`src/sv/b64lw_pkg.sv`:
```
package b64lw_pkg;

  localparam int unsigned LINE_LEN_W = 10;
  localparam int unsigned FIFO_DEPTH = 2;

  localparam logic [7:0] CH_EQ = 8'h3D;  // '='
  localparam logic [7:0] CH_CR = 8'h0D;
  localparam logic [7:0] CH_LF = 8'h0A;

  // One accepted byte, classified: up to four characters to send in order.
  typedef struct packed {
    logic [3:0][7:0] chars;
    logic [1:0]      cnt_m1;  // number of characters minus one
    logic            last;    // message ends with this byte
  } item_t;

  function automatic logic [7:0] b64_char(input logic [5:0] v);
    logic [7:0] c;
    if (v < 6'd26) begin
      c = 8'h41 + {2'b00, v};
    end else if (v < 6'd52) begin
      c = 8'h61 + {2'b00, v - 6'd26};
    end else if (v < 6'd62) begin
      c = 8'h30 + {2'b00, v - 6'd52};
    end else if (v == 6'd62) begin
      c = 8'h2B;  // '+'
    end else begin
      c = 8'h2F;  // '/'
    end
    return c;
  endfunction

endpackage

```
`src/sv/b64lw_front.sv`:
```
module b64lw_front import b64lw_pkg::*; (
  input  logic       clk,
  input  logic       rst_n,
  input  logic       in_tvalid,
  output logic       in_tready,
  input  logic [7:0] in_tdata,
  input  logic       in_tlast,
  input  logic       q_full,
  output logic       q_push,
  output item_t      q_item
);

  logic [1:0] phase_r, phase_nxt;
  logic [3:0] carry_r, carry_nxt;
  logic [7:0] b;

  assign b         = in_tdata;
  assign in_tready = !q_full;
  assign q_push    = in_tvalid && in_tready;

  always_comb begin
    q_item        = '0;
    q_item.last   = in_tlast;
    phase_nxt     = phase_r;
    carry_nxt     = carry_r;
    case (phase_r)
      2'd1: begin
        q_item.chars[0] = b64_char({carry_r[1:0], b[7:4]});
        q_item.chars[1] = b64_char({b[3:0], 2'b00});
        q_item.chars[2] = CH_EQ;
        q_item.cnt_m1   = in_tlast ? 2'd2 : 2'd0;
        carry_nxt       = b[3:0];
        phase_nxt       = 2'd2;
      end
      2'd2: begin
        q_item.chars[0] = b64_char({carry_r[3:0], b[7:6]});
        q_item.chars[1] = b64_char(b[5:0]);
        q_item.cnt_m1   = 2'd1;
        carry_nxt       = '0;
        phase_nxt       = 2'd0;
      end
      default: begin  // phase 0; phase 3 never occurs and acts as 0
        q_item.chars[0] = b64_char(b[7:2]);
        q_item.chars[1] = b64_char({b[1:0], 4'b0000});
        q_item.chars[2] = CH_EQ;
        q_item.chars[3] = CH_EQ;
        q_item.cnt_m1   = in_tlast ? 2'd3 : 2'd0;
        carry_nxt       = {2'b00, b[1:0]};
        phase_nxt       = 2'd1;
      end
    endcase
    if (in_tlast) begin
      phase_nxt = '0;
      carry_nxt = '0;
    end
  end

  always_ff @(posedge clk) begin
    if (!rst_n) begin
      phase_r <= '0;
      carry_r <= '0;
    end else if (q_push) begin
      phase_r <= phase_nxt;
      carry_r <= carry_nxt;
    end
  end

endmodule

```
`src/sv/b64lw_fifo.sv`:
```
module b64lw_fifo import b64lw_pkg::*; (
  input  logic  clk,
  input  logic  rst_n,
  input  logic  push,
  input  item_t push_item,
  input  logic  pop,
  output item_t head,
  output logic  not_empty,
  output logic  full
);

  localparam int unsigned PTR_W = $clog2(FIFO_DEPTH);
  localparam int unsigned CNT_W = $clog2(FIFO_DEPTH + 1);

  item_t              mem_r [FIFO_DEPTH];
  logic [PTR_W-1:0]   wr_ptr_r, rd_ptr_r;
  logic [CNT_W-1:0]   cnt_r;

  assign head      = mem_r[rd_ptr_r];
  assign not_empty = (cnt_r != '0);
  assign full      = (cnt_r == CNT_W'(FIFO_DEPTH));

  always_ff @(posedge clk) begin
    if (push) begin
      mem_r[wr_ptr_r] <= push_item;
    end
  end

  always_ff @(posedge clk) begin
    if (!rst_n) begin
      wr_ptr_r <= '0;
      rd_ptr_r <= '0;
      cnt_r    <= '0;
    end else begin
      if (push) begin
        wr_ptr_r <= (wr_ptr_r == PTR_W'(FIFO_DEPTH - 1)) ? '0 : wr_ptr_r + 1'b1;
      end
      if (pop) begin
        rd_ptr_r <= (rd_ptr_r == PTR_W'(FIFO_DEPTH - 1)) ? '0 : rd_ptr_r + 1'b1;
      end
      if (push && !pop) begin
        cnt_r <= cnt_r + 1'b1;
      end else if (pop && !push) begin
        cnt_r <= cnt_r - 1'b1;
      end
    end
  end

endmodule

```
`src/sv/b64lw_back.sv`:
```
module b64lw_back import b64lw_pkg::*; (
  input  logic                  clk,
  input  logic                  rst_n,
  input  logic [LINE_LEN_W-1:0] line_length,
  input  item_t                 head,
  input  logic                  head_valid,
  output logic                  pop,
  output logic                  out_tvalid,
  input  logic                  out_tready,
  output logic [7:0]            out_tdata,
  output logic                  out_tlast
);

  typedef enum logic [1:0] {S_CHR, S_CR, S_LF} state_t;

  state_t                st_r, st_nxt;
  logic [1:0]            idx_r, idx_nxt;
  logic [LINE_LEN_W-1:0] line_cnt_r, line_cnt_nxt;
  logic                  valid_r, valid_nxt;
  logic [7:0]            data_r, data_nxt;
  logic                  last_r, last_nxt;

  logic                  ld, go, is_end, wrap;
  logic [LINE_LEN_W-1:0] limit, cnt_inc;

  assign out_tvalid = valid_r;
  assign out_tdata  = data_r;
  assign out_tlast  = last_r;

  assign ld      = !valid_r || out_tready;
  assign go      = ld && head_valid;
  assign is_end  = (idx_r == head.cnt_m1);
  // a one-character line behaves as two
  assign limit   = (line_length == LINE_LEN_W'(1)) ? LINE_LEN_W'(2) : line_length;
  assign cnt_inc = line_cnt_r + 1'b1;
  assign wrap    = (line_length != '0) && (cnt_inc >= limit);

  always_comb begin
    st_nxt       = st_r;
    idx_nxt      = idx_r;
    line_cnt_nxt = line_cnt_r;
    valid_nxt    = ld ? head_valid : valid_r;
    data_nxt     = data_r;
    last_nxt     = last_r;
    pop          = 1'b0;
    if (go) begin
      case (st_r)
        S_CHR: begin
          data_nxt = head.chars[idx_r];
          last_nxt = is_end && !wrap;
          if (wrap) begin
            line_cnt_nxt = '0;
            st_nxt       = S_CR;
          end else begin
            if (line_length != '0) begin
              line_cnt_nxt = cnt_inc;
            end
            if (is_end) begin
              pop     = 1'b1;
              idx_nxt = '0;
              if (head.last) begin
                line_cnt_nxt = '0;
              end
            end else begin
              idx_nxt = idx_r + 1'b1;
            end
          end
        end
        S_CR: begin
          data_nxt = CH_CR;
          last_nxt = 1'b0;
          st_nxt   = S_LF;
        end
        S_LF: begin
          data_nxt = CH_LF;
          last_nxt = is_end;
          st_nxt   = S_CHR;
          if (is_end) begin
            pop     = 1'b1;
            idx_nxt = '0;
          end else begin
            idx_nxt = idx_r + 1'b1;
          end
        end
        default: begin
          st_nxt = S_CHR;
        end
      endcase
    end
  end

  always_ff @(posedge clk) begin
    if (!rst_n) begin
      st_r       <= S_CHR;
      idx_r      <= '0;
      line_cnt_r <= '0;
      valid_r    <= 1'b0;
    end else begin
      st_r       <= st_nxt;
      idx_r      <= idx_nxt;
      line_cnt_r <= line_cnt_nxt;
      valid_r    <= valid_nxt;
    end
    data_r <= data_nxt;
    last_r <= last_nxt;
  end

endmodule

```
`src/sv/base64_line_wrap_encoder_top.sv`:
```
// Streaming base64 encoder with optional CR LF line wrapping.
// Input channel (in_*): one raw byte per request, in_tlast marks the last
// byte of a message. Output channel (out_*): one ASCII character per
// request; out_tlast is set on the final character caused by each byte.
// cfg_we/cfg_wdata load the line length (0 = no wrapping); write it only
// while the block is idle.
// The front end converts each byte into up to four characters in the
// cycle it is accepted and parks them in a two-entry queue, written at
// the accepting edge; the back end handles line counting and CR LF
// insertion and loads each character into the output register.
// Throughput is set by the output stage, which sends one character per
// cycle while out_tready is high; a byte yields 1 to 8 characters (about
// 1.33 on average plus CR LF), so bytes go in slower than characters out.
// Reset (rst_n low, synchronous) clears group phase, carry bits, line
// count, queue and line length. When out_tready is low the output register
// holds its character; the queue keeps taking bytes until it fills, then
// in_tready drops.
module base64_line_wrap_encoder_top import b64lw_pkg::*; (
  input  logic                  clk,
  input  logic                  rst_n,
  input  logic                  cfg_we,
  input  logic [LINE_LEN_W-1:0] cfg_wdata,   // line_length
  input  logic                  in_tvalid,
  output logic                  in_tready,
  input  logic [7:0]            in_tdata,    // [7:0] data_byte
  input  logic                  in_tlast,    // last_byte
  output logic                  out_tvalid,
  input  logic                  out_tready,
  output logic [7:0]            out_tdata,   // [7:0] out_char
  output logic                  out_tlast    // last_char
);

  logic [LINE_LEN_W-1:0] line_length_r;

  logic  q_push, q_pop, q_full, q_not_empty;
  item_t q_in, q_head;

  always_ff @(posedge clk) begin
    if (!rst_n) begin
      line_length_r <= '0;
    end else if (cfg_we) begin
      line_length_r <= cfg_wdata;
    end
  end

  // Front: accept and classify bytes into character groups
  b64lw_front u_front (
    .clk       (clk),
    .rst_n     (rst_n),
    .in_tvalid (in_tvalid),
    .in_tready (in_tready),
    .in_tdata  (in_tdata),
    .in_tlast  (in_tlast),
    .q_full    (q_full),
    .q_push    (q_push),
    .q_item    (q_in)
  );

  // Decoupling queue
  b64lw_fifo u_fifo (
    .clk       (clk),
    .rst_n     (rst_n),
    .push      (q_push),
    .push_item (q_in),
    .pop       (q_pop),
    .head      (q_head),
    .not_empty (q_not_empty),
    .full      (q_full)
  );

  // Back: line wrapping and output register
  b64lw_back u_back (
    .clk         (clk),
    .rst_n       (rst_n),
    .line_length (line_length_r),
    .head        (q_head),
    .head_valid  (q_not_empty),
    .pop         (q_pop),
    .out_tvalid  (out_tvalid),
    .out_tready  (out_tready),
    .out_tdata   (out_tdata),
    .out_tlast   (out_tlast)
  );

  // CR is never the end of a byte's characters
  a_cr_not_last: assert property (@(posedge clk) disable iff (!rst_n)
    (out_tvalid && out_tdata == CH_CR) |-> !out_tlast)
    else $error("CR flagged as last character");

  // a delivered CR is always followed at once by LF
  a_cr_then_lf: assert property (@(posedge clk) disable iff (!rst_n)
    (out_tvalid && out_tready && out_tdata == CH_CR) |=>
      (out_tvalid && out_tdata == CH_LF))
    else $error("CR not followed by LF");

  // queue pops only what it holds
  a_no_underflow: assert property (@(posedge clk) disable iff (!rst_n)
    q_pop |-> q_not_empty)
    else $error("queue popped while empty");

endmodule

```
`config.mk`:
```
export PLATFORM = sky130hd
export DESIGN_NAME = base64_line_wrap_encoder_top
export DESIGN_NICKNAME = d
export VERILOG_FILES = /design/src/sv/b64lw_pkg.sv /design/src/sv/b64lw_front.sv /design/src/sv/b64lw_fifo.sv /design/src/sv/b64lw_back.sv /design/src/sv/base64_line_wrap_encoder_top.sv
export SDC_FILE = /design/constraint.sdc
export NUM_CORES = 1
export LEC_CHECK = 0
export ABC_AREA = 1
export ABC_CLOCK_PERIOD_IN_PS = 2800
export BUFFER_PORTS_ARGS = -buffer_cell sky130_fd_sc_hd__buf_2
export CAP_MARGIN = 25
export CORE_MARGIN = 4
export CORE_UTILIZATION = 56
export DETAILED_ROUTE_END_ITERATION = 8
export PLACE_DENSITY = 0.78
export SLEW_MARGIN = 20
export SYNTH_ARGS = -nofsm -noshare
export SYNTH_HDL_FRONTEND = slang
export SYNTH_SLANG_ARGS = --single-unit
```
`constraint.sdc`:
```
create_clock -name clk -period 2.8 [get_ports clk]
set_input_delay 0 -clock clk [delete_from_list [all_inputs] [get_ports clk]]
set_output_delay 0 -clock clk [all_outputs]
set_load 0.01 [all_outputs]
```
==> run_results.csv, run 1 <==
group,metric,value,unit
worst_setup_path,end_kind,"register",
global_routing,antenna_found_initial,0,
yosys,yosys-top-cells-area,"edfxtp_1 (24%), ha_1 (12%), dfxtp_1 (11%)",
cts,htreeDepth,3,
yosys,yosysUniqueCellTypes,46,
run_status,violations,"setup timing",
placement,dp_hpwl,11200,um
drt,drtAntennaViolNets,0,
placement,place_congestion,0.957,
die,fp.dieH,115,um
die,core,11000,sq um
cts,cts.reportedPaths.clkPinSlew,60,ps
die,num_rows,38,
sta,min_period_over_period,101,%
min_path,hold-path-cell-count,3,
worst_setup_path,worstPathCellList,"inv_2 > nor3_4 > nand4_1 > nor2_1 > nand2_1 > xor2_2 > ha_1 > a21o_1 > nor2_2 > nand3_2 > nand2_2 > nand2_2 > nand2_2 > nand2_2 > ha_4 > a21oi_2 > o21ai_2 > o21ai_1 > a21oi_1",
worst_setup_path,rr_startpoint,"u_back.line_cnt_r[0]",
cells_and_area,regArea,2260,sq um
sta,tightest_slew,675,ps
sta,hold_viol_final,0,
sta,fmax,353,MHz
global_routing,grt_pass1_wl,25200,um
worst_setup_path,cp-start-kind,"register",
drt,drt-pass1-iter-count,5,
worst_setup_path,critPathRequiredTime,3020,ps
worst_setup_path,cp_common_cell,"nand2_2",
yosys,yosysTopAreaCell,"edfxtp_1",
sta,finClkSkew,4.59,ps
cells_and_area,fillerInstances,929,
die,ios,35,
worst_setup_path,worst_r2r_path_depth,19,
global_routing,grt_pass1_vias,5310,
drt,viasPerCell,5.48,
worst_setup_path,rr_endpoint,"u_fifo.cnt_r[1]",
yosys,syn_area,6410,sq um
die,die_area,13200,sq um
sta,worst_slack,-29.4,ps
yosys,synth_common_cells,"nand2_1 (190), inv_1 (93), nor2_1 (87), o21ai_0 (64)",
yosys,async_flop_share,0,%
yosys,synth_area_per_cell,7.56,sq um
placement,io_buffers,34,
sta,max-slew-margin-rel,54.8,%
cts,cts.sinks,87,
sta,fin_setup_tns,-31.6,ps
worst_setup_path,setup.reg_to_reg.worst_slack,-30,ps
yosys,syn_inst,849,
cells_and_area,multi_input_area,3680,sq um
global_routing,grt_max_degree,22,
cells_and_area,drive_above_1_share,13.7,%
worst_setup_path,critPathArrivalTime,3050,ps
power_and_ir_drop,vdd_drop_max,0.000760,V
yosys,synth_top_area_share,23.9,%
power_and_ir_drop,powerDensity,835,nW/um^2
sta,fin_crit,2830,ps
worst_setup_path,crit_fanout,3,
power_and_ir_drop,p_leak,3.32,nW
power_and_ir_drop,power,0.00607,W
run,cap_viol_max_count,0,
cts,cts_buffers,9,
sta,maxSlewViolCount,0,
cells_and_area,fin_nets,989,
drt,drt_iter0_drc,435,
global_routing,grt_use_total,23.7,%
placement,numPlacedInstances,1015,
yosys,synth-main-ff-cell,"edfxtp_1",
yosys,yosysMostFrequentCell,"nand2_1",
drt,routed_wirelength,15400,um
yosys,synth_nets,933,
cts,cts_tree,"done",
drt,wl_per_cell,14.6,um
worst_setup_path,max_stage_delay,350,ps
cts,clk_path_buf_depth,2,
worst_setup_path,path_class,"register to register",
yosys,synth_edf_count,51,
global_routing,overflow,0,
yosys,synth_seq_cells,87,
cells_and_area,final_util,66.0,%
cells_and_area,fin_cells,1050,
min_path,hp-class,"input pin to register",
yosys,synth-seq-area-share,35.1,%
drt,via_count,5751,
cts,clockRootBuffer,"clkbuf_16",
worst_setup_path,crit_slowest_cell,"dfxtp_2",
placement,post-place-ws,-48.2,ps
min_path,min_to,"line_length_r[9]",
cts,clk_latency,330,ps
drt,drc,0,
cells_and_area,antenna_cells,0,
sta,setup-violations-final,2,
die,start_util,58.2,%
cells_and_area,syn_to_final_growth,13.5,%
yosys,yosys_warnings,0,
die,die_x,115,um
run_status,status,"finished, violations left",
sta,rsz0062_at_grt,"yes",
min_path,min_from,"cfg_wdata[9]",
cell families (layout without fill, tap and decap cells):
| group | after synthesis | count (layout) | share of synthesized area [%] |
|---|---|---|---|
| and+or+nand+nor | 361 | 361 | 24.3 |
| AOI/OAI and AO/OA | 171 | 171 | 15.1 |
| buffers and inverters | 132 | 193 | 8.33 |
| DFF | 87 | 87 | 35.1 |
| adders and majority gates | 60 | 60 | 11.7 |
| xor gates and xnor gates | 38 | 38 | 5.42 |
registers in the layout (all words and copies together) (netlist names), named ones only:
signal             flops
line_length_r         10
u_back.idx_r           2
u_back.line_cnt_r     10
u_back.out_tdata       8
u_back.out_tlast       1
u_back.out_tvalid      1
u_back.st_r            2
u_fifo.cnt_r           2
u_fifo.mem_r          42
u_fifo.rd_ptr_r        1
u_fifo.wr_ptr_r        1
u_front.carry_r        4
u_front.phase_r        2
placed cells by master (no fill, tap or decap), types with 6 or more instances in the layout:
cell type | netlist | routed
edfxtp_1 | 51 | 51
nor2_1 | 87 | 85
o21ai_1 | 11 | 12
buf_2 | 7 | 34
nand2_2 | 3 | 8
nand2_1 | 190 | 185
nand4_1 | 13 | 13
clkbuf_16 | 0 | 9
inv_1 | 93 | 91
xnor2_1 | 6 | 6
ha_1 | 60 | 59
o211ai_1 | 8 | 8
o21ai_0 | 64 | 62
dlygate4sd3_1 | 0 | 11
dfxtp_1 | 36 | 33
a21oi_1 | 60 | 59
o22ai_1 | 8 | 8
xor2_1 | 30 | 29
nor2_2 | 4 | 6
inv_2 | 11 | 13
nand3_1 | 49 | 48
buf_4 | 4 | 25
timing repair:
action                                  in CTS  in global routing
gates resized for setup                      5                 10
pin swaps                                   13                 11
hold buffers                                11                  0
endpoints found under the setup margin       2                  3
hold endpoints to repair                    12                  0
buffers inserted                             6                  2
worst max-delay path: cells and delay by family, from the launching register on:
family	cells	cell delay, ps
flops	1	350
compound gates	5	550
simple gates	10	1030
fa+ha+maj	2	570
xor+xnor	1	160
buf+inv	1	50
layout make-up:
type,count,area share [%]
clock buffer,10,3.28
sequential,87,31.0
clock inverter,6,0.739
tap,140,2.41
inverter,107,5.52
multi-input combinational,630,50.6
timing repair buffer,70,6.43
how the worst max path moves through the flow:
stage | startpoint | endpoint | cells past startpoint
after floorplan | u_back.line_cnt_r[2] | u_fifo.cnt_r[1] | 19
after CTS | u_back.line_cnt_r[1] | u_fifo.cnt_r[1] | 19
after global routing | u_back.line_cnt_r[0] | u_fifo.cnt_r[1] | 19
final | u_back.line_cnt_r[0] | u_fifo.cnt_r[1] | 19
after global placement | u_back.line_cnt_r[2] | u_fifo.cnt_r[1] | 19
after detailed placement | u_back.line_cnt_r[2] | u_fifo.cnt_r[1] | 19
through the flow:
| stage | cell area, sq um | hold WS [ps] |
|---|---|---|
| after floorplan | 6420 | 98.9 |
| after global placement | 6760 | 252 |
| after detailed placement | 6760 | 252 |
| after CTS | 7220 | 7.48 |
| after global routing | 7280 | 65.1 |
| final | 7280 | 42.6 |
routing by layer:
layer	vias up	wire, um	global-route usage [%]
li1	2920	-	-
met1	2596	6760	31.0
met2	206	7330	40.4
met3	29	957	3.32
met4	0	295	7.82
met5	-	0	0
power by group:
group / leakage [nW] / internal [W] / switching [W]
Sequential: 0.776 / 0.00182 / 0.000180
Combinational: 2.40 / 0.00112 / 0.00183
Clock: 0.134 / 0.000636 / 0.000489
No activity file was read; power rests on OpenSTA's default activity.
==> inputs of run 2 (changes only) <==
--- a/config.mk
+++ b/config.mk
@@ -9,6 +9,7 @@
 export ABC_CLOCK_PERIOD_IN_PS = 2800
 export BUFFER_PORTS_ARGS = -buffer_cell sky130_fd_sc_hd__buf_2
 export CAP_MARGIN = 25
+export CORE_ASPECT_RATIO = 1.5
 export CORE_MARGIN = 4
 export CORE_UTILIZATION = 56
 export DETAILED_ROUTE_END_ITERATION = 8
==> run_results.csv, run 2 (synthesized netlist as in run 1, its figures left out) <==
group,metric,value,unit
global_routing,grt_pass1_wl,26200,um
drt,drt-pass1-iter-count,5,
sta,fmax,358,MHz
die,num_rows,47,
cts,clk_latency,340,ps
die,fp.dieH,139,um
cells_and_area,final_util,66.3,%
cts,clockRootBuffer,"clkbuf_16",
cts,htreeDepth,3,
cells_and_area,layout_commonest_cell,"nand2_1",
cells_and_area,final_area,7360,sq um
global_routing,antenna_found_initial,0,
run_status,status,"complete, no violations",
worst_setup_path,end_kind,"register",
power_and_ir_drop,p_leak,3.36,nW
worst_setup_path,crit_fanout,3,
cells_and_area,antenna_cells,0,
cells_and_area,reg_top3,"u_fifo.mem_r (42), line_length_r (10), u_back.line_cnt_r (10)",
drt,via_count,5865,
placement,place_area,6820,sq um
run,cap_viol_max_count,0,
cells_and_area,largest_reg_flops,42,
cells_and_area,drive_above_1_share,14.5,%
die,die_area,13300,sq um
min_path,min_to,"u_back.idx_r[0]",
cts,cts_buffers,9,
power_and_ir_drop,powerDensity,839,nW/um^2
cts,cts.reportedPaths.clkPinSlew,70,ps
drt,wl_per_cell,15.2,um
power_and_ir_drop,vdd_drop_max,0.000423,V
drt,viasPerCell,5.52,
drt,routed_wirelength,16100,um
min_path,min_from,"rst_n",
sta,min_period_over_period,99.8,%
sta,fin_crit,2800,ps
sta,maxSlewViolCount,0,
worst_setup_path,critPathRequiredTime,3030,ps
power_and_ir_drop,power,0.00618,W
cells_and_area,top_register,"u_fifo.mem_r",
sta,max-slew-margin-rel,54.0,%
placement,place_congestion,0.954,
drt,drc,0,
global_routing,grt_use_total,24.9,%
cells_and_area,fin_nets,995,
worst_setup_path,critPathArrivalTime,3030,ps
cells_and_area,final_cell_mix,"nand2_1 (186), inv_1 (91), nor2_1 (85)",
sta,tightest_slew,687,ps
min_path,hp-class,"input pin to register",
worst_setup_path,worst_r2r_path_depth,20,
worst_setup_path,cp-start-kind,"register",
worst_setup_path,rr_endpoint,"u_fifo.cnt_r[1]",
die,start_util,57.7,%
drt,drtAntennaViolNets,0,
sta,finClkSkew,6.19,ps
placement,post-place-ws,-29.9,ps
cts,cts_tree,"done",
worst_setup_path,setup.reg_to_reg.worst_slack,4,ps
global_routing,grt_max_degree,22,
worst_setup_path,rr_startpoint,"u_back.line_cnt_r[0]",
sta,fin_setup_tns,0,ps
worst_setup_path,path_class,"register to register",
die,core,11100,sq um
drt,drt_iter0_drc,371,
min_path,hold-path-cell-count,3,
cells_and_area,syn_to_final_growth,14.8,%
placement,dp_hpwl,11800,um
global_routing,grt_pass1_vias,5593,
sta,worst_slack,4.34,ps
placement,io_buffers,34,
die,die_x,95.4,um
global_routing,overflow,0,
sta,setup-violations-final,0,
sta,rsz0062_at_grt,"yes",
die,ios,35,
cts,cts.sinks,87,
cts,clk_path_buf_depth,2,
sta,hold_viol_final,0,
==> run 2: changes by cell type in the layout (fill, tap and decap cells not counted), sizes merged <==
cell,delta
buf,+5
clkinvlp,-3
inv,+3
clkbuf,-1
clkinv,+1
dlygate4sd3,+1
==> run 2: final cells by class <==
cell class	count	area [sq um]
fill	970	3750
multi-input combinational	630	3710
sequential	87	2260
timing repair buffer	76	515
inverter	107	404
clock buffer	9	225
tap	147	184
clock inverter	7	62.6
==> run 2: worst max path at each step <==
stage,startpoint,to,slack (ps),cells past startpoint
final,u_back.line_cnt_r[0],u_fifo.cnt_r[1],4,20
after detailed placement,u_back.line_cnt_r[2],u_fifo.cnt_r[1],-30,19
after floorplan,u_back.line_cnt_r[2],u_fifo.cnt_r[1],6,19
after CTS,u_back.line_cnt_r[0],u_fifo.cnt_r[1],6,19
after global routing,u_back.line_cnt_r[0],u_fifo.cnt_r[1],-220,19
after global placement,u_back.line_cnt_r[2],u_fifo.cnt_r[1],30,19
==> run 2: timing repair <==
item / in CTS / in global routing
gates resized for setup: 9 / 13
endpoints found under the setup margin: 2 / 2
endpoints found under the hold margin: 13 / 0
hold buffers: 12 / 0
pin swaps: 7 / 14
buffers inserted: 4 / 3
==> run 2: per-layer routing <==
metal	share of wire, %	track usage [%]	wire length, um	vias up
li1	-	-	-	2930
met3	3.6	3.64	588	53
met4	5.6	14.9	904	0
met2	53	43.7	8480	180
met1	38	27.6	6140	2702
met5	0	0	0	-
==> run 2: critical path, stage by stage, from the launching register on <==
cell     delay, ps
dfxtp_4        380
inv_4           40
nor3_4         190
nand4_1        130
nor2_1         120
nand2_1         80
xor2_2         160
ha_1           310
nand2_1         90
nor2_2         110
nand3_1        110
nand3_2        110
nand2_2         70
nand2_2         80
nand2_2         60
nand2_2         70
ha_4           200
a21oi_2        110
o21ai_2         70
o21ai_1        140
a21oi_1         50
==> run 2: stage by stage <==
stage                     instances  hold slack (ps)
after floorplan                 849             98.9
after global placement         1028              272
after detailed placement       1028              283
after CTS                      1060             77.6
after global routing           1063              115
final                          1063             99.3
==> run 2: power breakdown <==
| part | switching (W) | internal (W) | total [W] |
|---|---|---|---|
| clock | 0.000530 | 0.000623 | 0.00115 |
| sequential | 0.000189 | 0.00182 | 0.00201 |
| combinational | 0.00188 | 0.00114 | 0.00302 |
| total | 0.00259 | 0.00359 | 0.00618 |
==> inputs of run 3 (changes only) <==
--- a/config.mk
+++ b/config.mk
@@ -6,14 +6,17 @@
 export NUM_CORES = 1
 export LEC_CHECK = 0
 export ABC_AREA = 1
-export ABC_CLOCK_PERIOD_IN_PS = 2800
+export ABC_CLOCK_PERIOD_IN_PS = 2400
 export BUFFER_PORTS_ARGS = -buffer_cell sky130_fd_sc_hd__buf_2
 export CAP_MARGIN = 25
+export CELL_PAD_IN_SITES_DETAIL_PLACEMENT = 0
+export CELL_PAD_IN_SITES_GLOBAL_PLACEMENT = 1
 export CORE_ASPECT_RATIO = 1.5
 export CORE_MARGIN = 4
-export CORE_UTILIZATION = 56
+export CORE_UTILIZATION = 42
 export DETAILED_ROUTE_END_ITERATION = 8
-export PLACE_DENSITY = 0.78
+export MAX_ROUTING_LAYER = met4
+export PLACE_DENSITY = 0.79
 export SLEW_MARGIN = 20
 export SYNTH_ARGS = -nofsm -noshare
 export SYNTH_HDL_FRONTEND = slang
==> constraint.sdc (replaced) <==
create_clock -name clk -period 2.4 [get_ports clk]
set_input_delay 0 -clock clk [delete_from_list [all_inputs] [get_ports clk]]
set_output_delay 0 -clock clk [all_outputs]
set_load 0.01 [all_outputs]
==> run_results.csv, run 3 (synthesized netlist as in run 1, its figures left out) <==
group,metric,value,unit
run_status,status,"finished, violations left",
run_status,violations,"setup timing",
drt,wl_per_cell,15.2,um
drt,routed_wirelength,17600,um
worst_setup_path,cp-start-kind,"register",
cts,cts.reportedPaths.clkPinSlew,70,ps
power_and_ir_drop,power_frac_comb,52.6,%
cells_and_area,syn_to_final_growth,21.4,%
cts,clk_path_buf_depth,2,
drt,drt-pass1-iter-count,5,
cells_and_area,reg_top3,"u_fifo.mem_r (42), line_length_r (10), u_back.line_cnt_r (10)",
cells_and_area,fin_cells,1157,
sta,fin_crit,2870,ps
die,die_x,109,um
global_routing,grt_max_degree,22,
placement,place_area,7170,sq um
cts,cts_tree,"done",
min_path,min_to,"u_fifo.cnt_r[0]",
cells_and_area,fin_nets,1036,
drt,viasPerCell,5.06,
min_path,min_from,"rst_n",
global_routing,grt_use_total,21.9,%
placement,io_buffers,34,
sta,rsz0062_at_grt,"yes",
die,die_area,17400,sq um
sta,hold_ws,85.3,ps
cells_and_area,final_area,7790,sq um
worst_setup_path,critPathLaunch,"u_back.line_cnt_r[2]",
cts,clk_latency,340,ps
worst_setup_path,crit_fanout,2,
die,ios,35,
sta,fmax,348,MHz
cts,htreeDepth,3,
drt,dr.max_layer_used,"met4",
cells_and_area,largest_reg_flops,42,
cells_and_area,final_cell_mix,"nand2_1 (182), inv_1 (91), nor2_1 (85)",
placement,place_congestion,0.917,
cts,cts.sinks,87,
worst_setup_path,worst_r2r_path_depth,19,
power_and_ir_drop,swShare,41.1,%
drt,wl_met1,6890,um
power_and_ir_drop,p_sw,0.00318,W
cts,cts_buffers,9,
global_routing,grt_pass1_vias,5882,
die,fp.dieH,159,um
drt,drc,0,
drt,dr_wl_met2,9580,um
worst_setup_path,critPathArrivalTime,3100,ps
sta,setup-violations-final,19,
placement,numPlacedInstances,1118,
cells_and_area,final_util,51.7,%
global_routing,antenna_found_initial,1,
sta,hold_viol_final,0,
run,cap_viol_max_count,0,
sta,worst_slack,-472,ps
power_and_ir_drop,pwr-share-seq,29.8,%
power_and_ir_drop,powerDensity,995,nW/um^2
die,num_rows,55,
power_and_ir_drop,p_clk_share,17.7,%
worst_setup_path,path_class,"register to register",
global_routing,grt_pass1_wl,29100,um
global_routing,overflow,0,
sta,tightest_slew,684,ps
cells_and_area,drive_above_1_share,18.9,%
sta,min_period_over_period,120,%
worst_setup_path,rr_startpoint,"u_back.line_cnt_r[2]",
placement,dp_hpwl,13600,um
die,core,15100,sq um
min_path,hp-class,"input pin to register",
power_and_ir_drop,p_leak,3.57,nW
drt,via_count,5860,
cells_and_area,top_register,"u_fifo.mem_r",
min_path,hold-path-cell-count,3,
power_and_ir_drop,vdd_drop_max,0.000582,V
sta,max-slew-margin-rel,54.3,%
sta,maxSlewViolCount,0,
cts,clockRootBuffer,"clkbuf_16",
sta,finClkSkew,9.32,ps
worst_setup_path,setup.reg_to_reg.worst_slack,-470,ps
power_and_ir_drop,p_int,0.00457,W
die,start_util,42.6,%
drt,drt_iter0_drc,400,
cells_and_area,layout_commonest_cell,"nand2_1",
worst_setup_path,rr_endpoint,"u_fifo.cnt_r[1]",
power_and_ir_drop,power,0.00775,W
drt,drtAntennaViolNets,0,
worst_setup_path,critPathRequiredTime,2630,ps
drt,met3RoutedLength,465,um
worst_setup_path,end_kind,"register",
## run 3: per-stage QoR
stage	setup TNS (ps)	setup slack (ps)
after global placement	-989	-396
after CTS	-2440	-348
after floorplan	-526	-340
after global routing	-10170	-778
final	-4660	-472
after detailed placement	-1520	-466
## run 3: timing repair
| action | CTS | global route |
|---|---|---|
| setup endpoints to repair | 13 | 19 |
| pin swaps | 13 | 9 |
| hold buffers | 12 | 0 |
| hold endpoints to repair | 13 | 0 |
| resized for setup | 22 | 10 |
| buffers inserted | 10 | 3 |
## run 3: how the worst max path moves through the flow
stage | end | slack [ps] | cells after the start
global placement | u_fifo.cnt_r[1] | -400 | 19
global route | u_fifo.cnt_r[1] | -780 | 20
CTS | u_fifo.cnt_r[1] | -350 | 20
finish | u_fifo.cnt_r[1] | -470 | 19
detailed placement | u_fifo.cnt_r[1] | -470 | 20
floorplan | u_fifo.cnt_r[1] | -340 | 19
## run 3: layout make-up
cell class / instances / area (sq um)
inverter: 107 / 402
clock buffer: 9 / 225
timing repair buffer: 117 / 846
tap: 199 / 249
multi-input combinational: 630 / 3730
sequential: 87 / 2260
fill: 1469 / 7280
clock inverter: 7 / 72.6
antenna: 1 / 2.50
## run 3: power groups by stage
stage          sequential (W)  combinational, W  clock (W)
2_1_floorplan         0.00235           0.00224          0
3_3_place_gp          0.00233           0.00346          0
3_5_place_dp          0.00233           0.00348          0
4_1_cts               0.00231           0.00391    0.00141
5_1_grt               0.00235           0.00460    0.00146
6_report              0.00231           0.00407    0.00137
## run 3: worst max-delay path: stages (launching register included)
cell     delay [ps]
dfxtp_2         330
inv_2            50
nor3_4          190
nand4_1         150
nor2_1          150
nand2_1         100
xor2_2          160
ha_1            310
a21o_1          160
nor2_1          130
nand3_2         110
nand2_2         110
nand2_2          70
nand2_2          80
nand2_2          60
ha_4            220
a21oi_2         130
o21ai_2          80
o21ai_1         120
a21oi_1          50
## run 3: layer usage
layer / GRT usage, % / vias up
met1: 22.7 / 2697
met2: 39.6 / 101
met4: 9.88 / 0
met3: 3.25 / 40
li1: - / 3022
met5: - / -
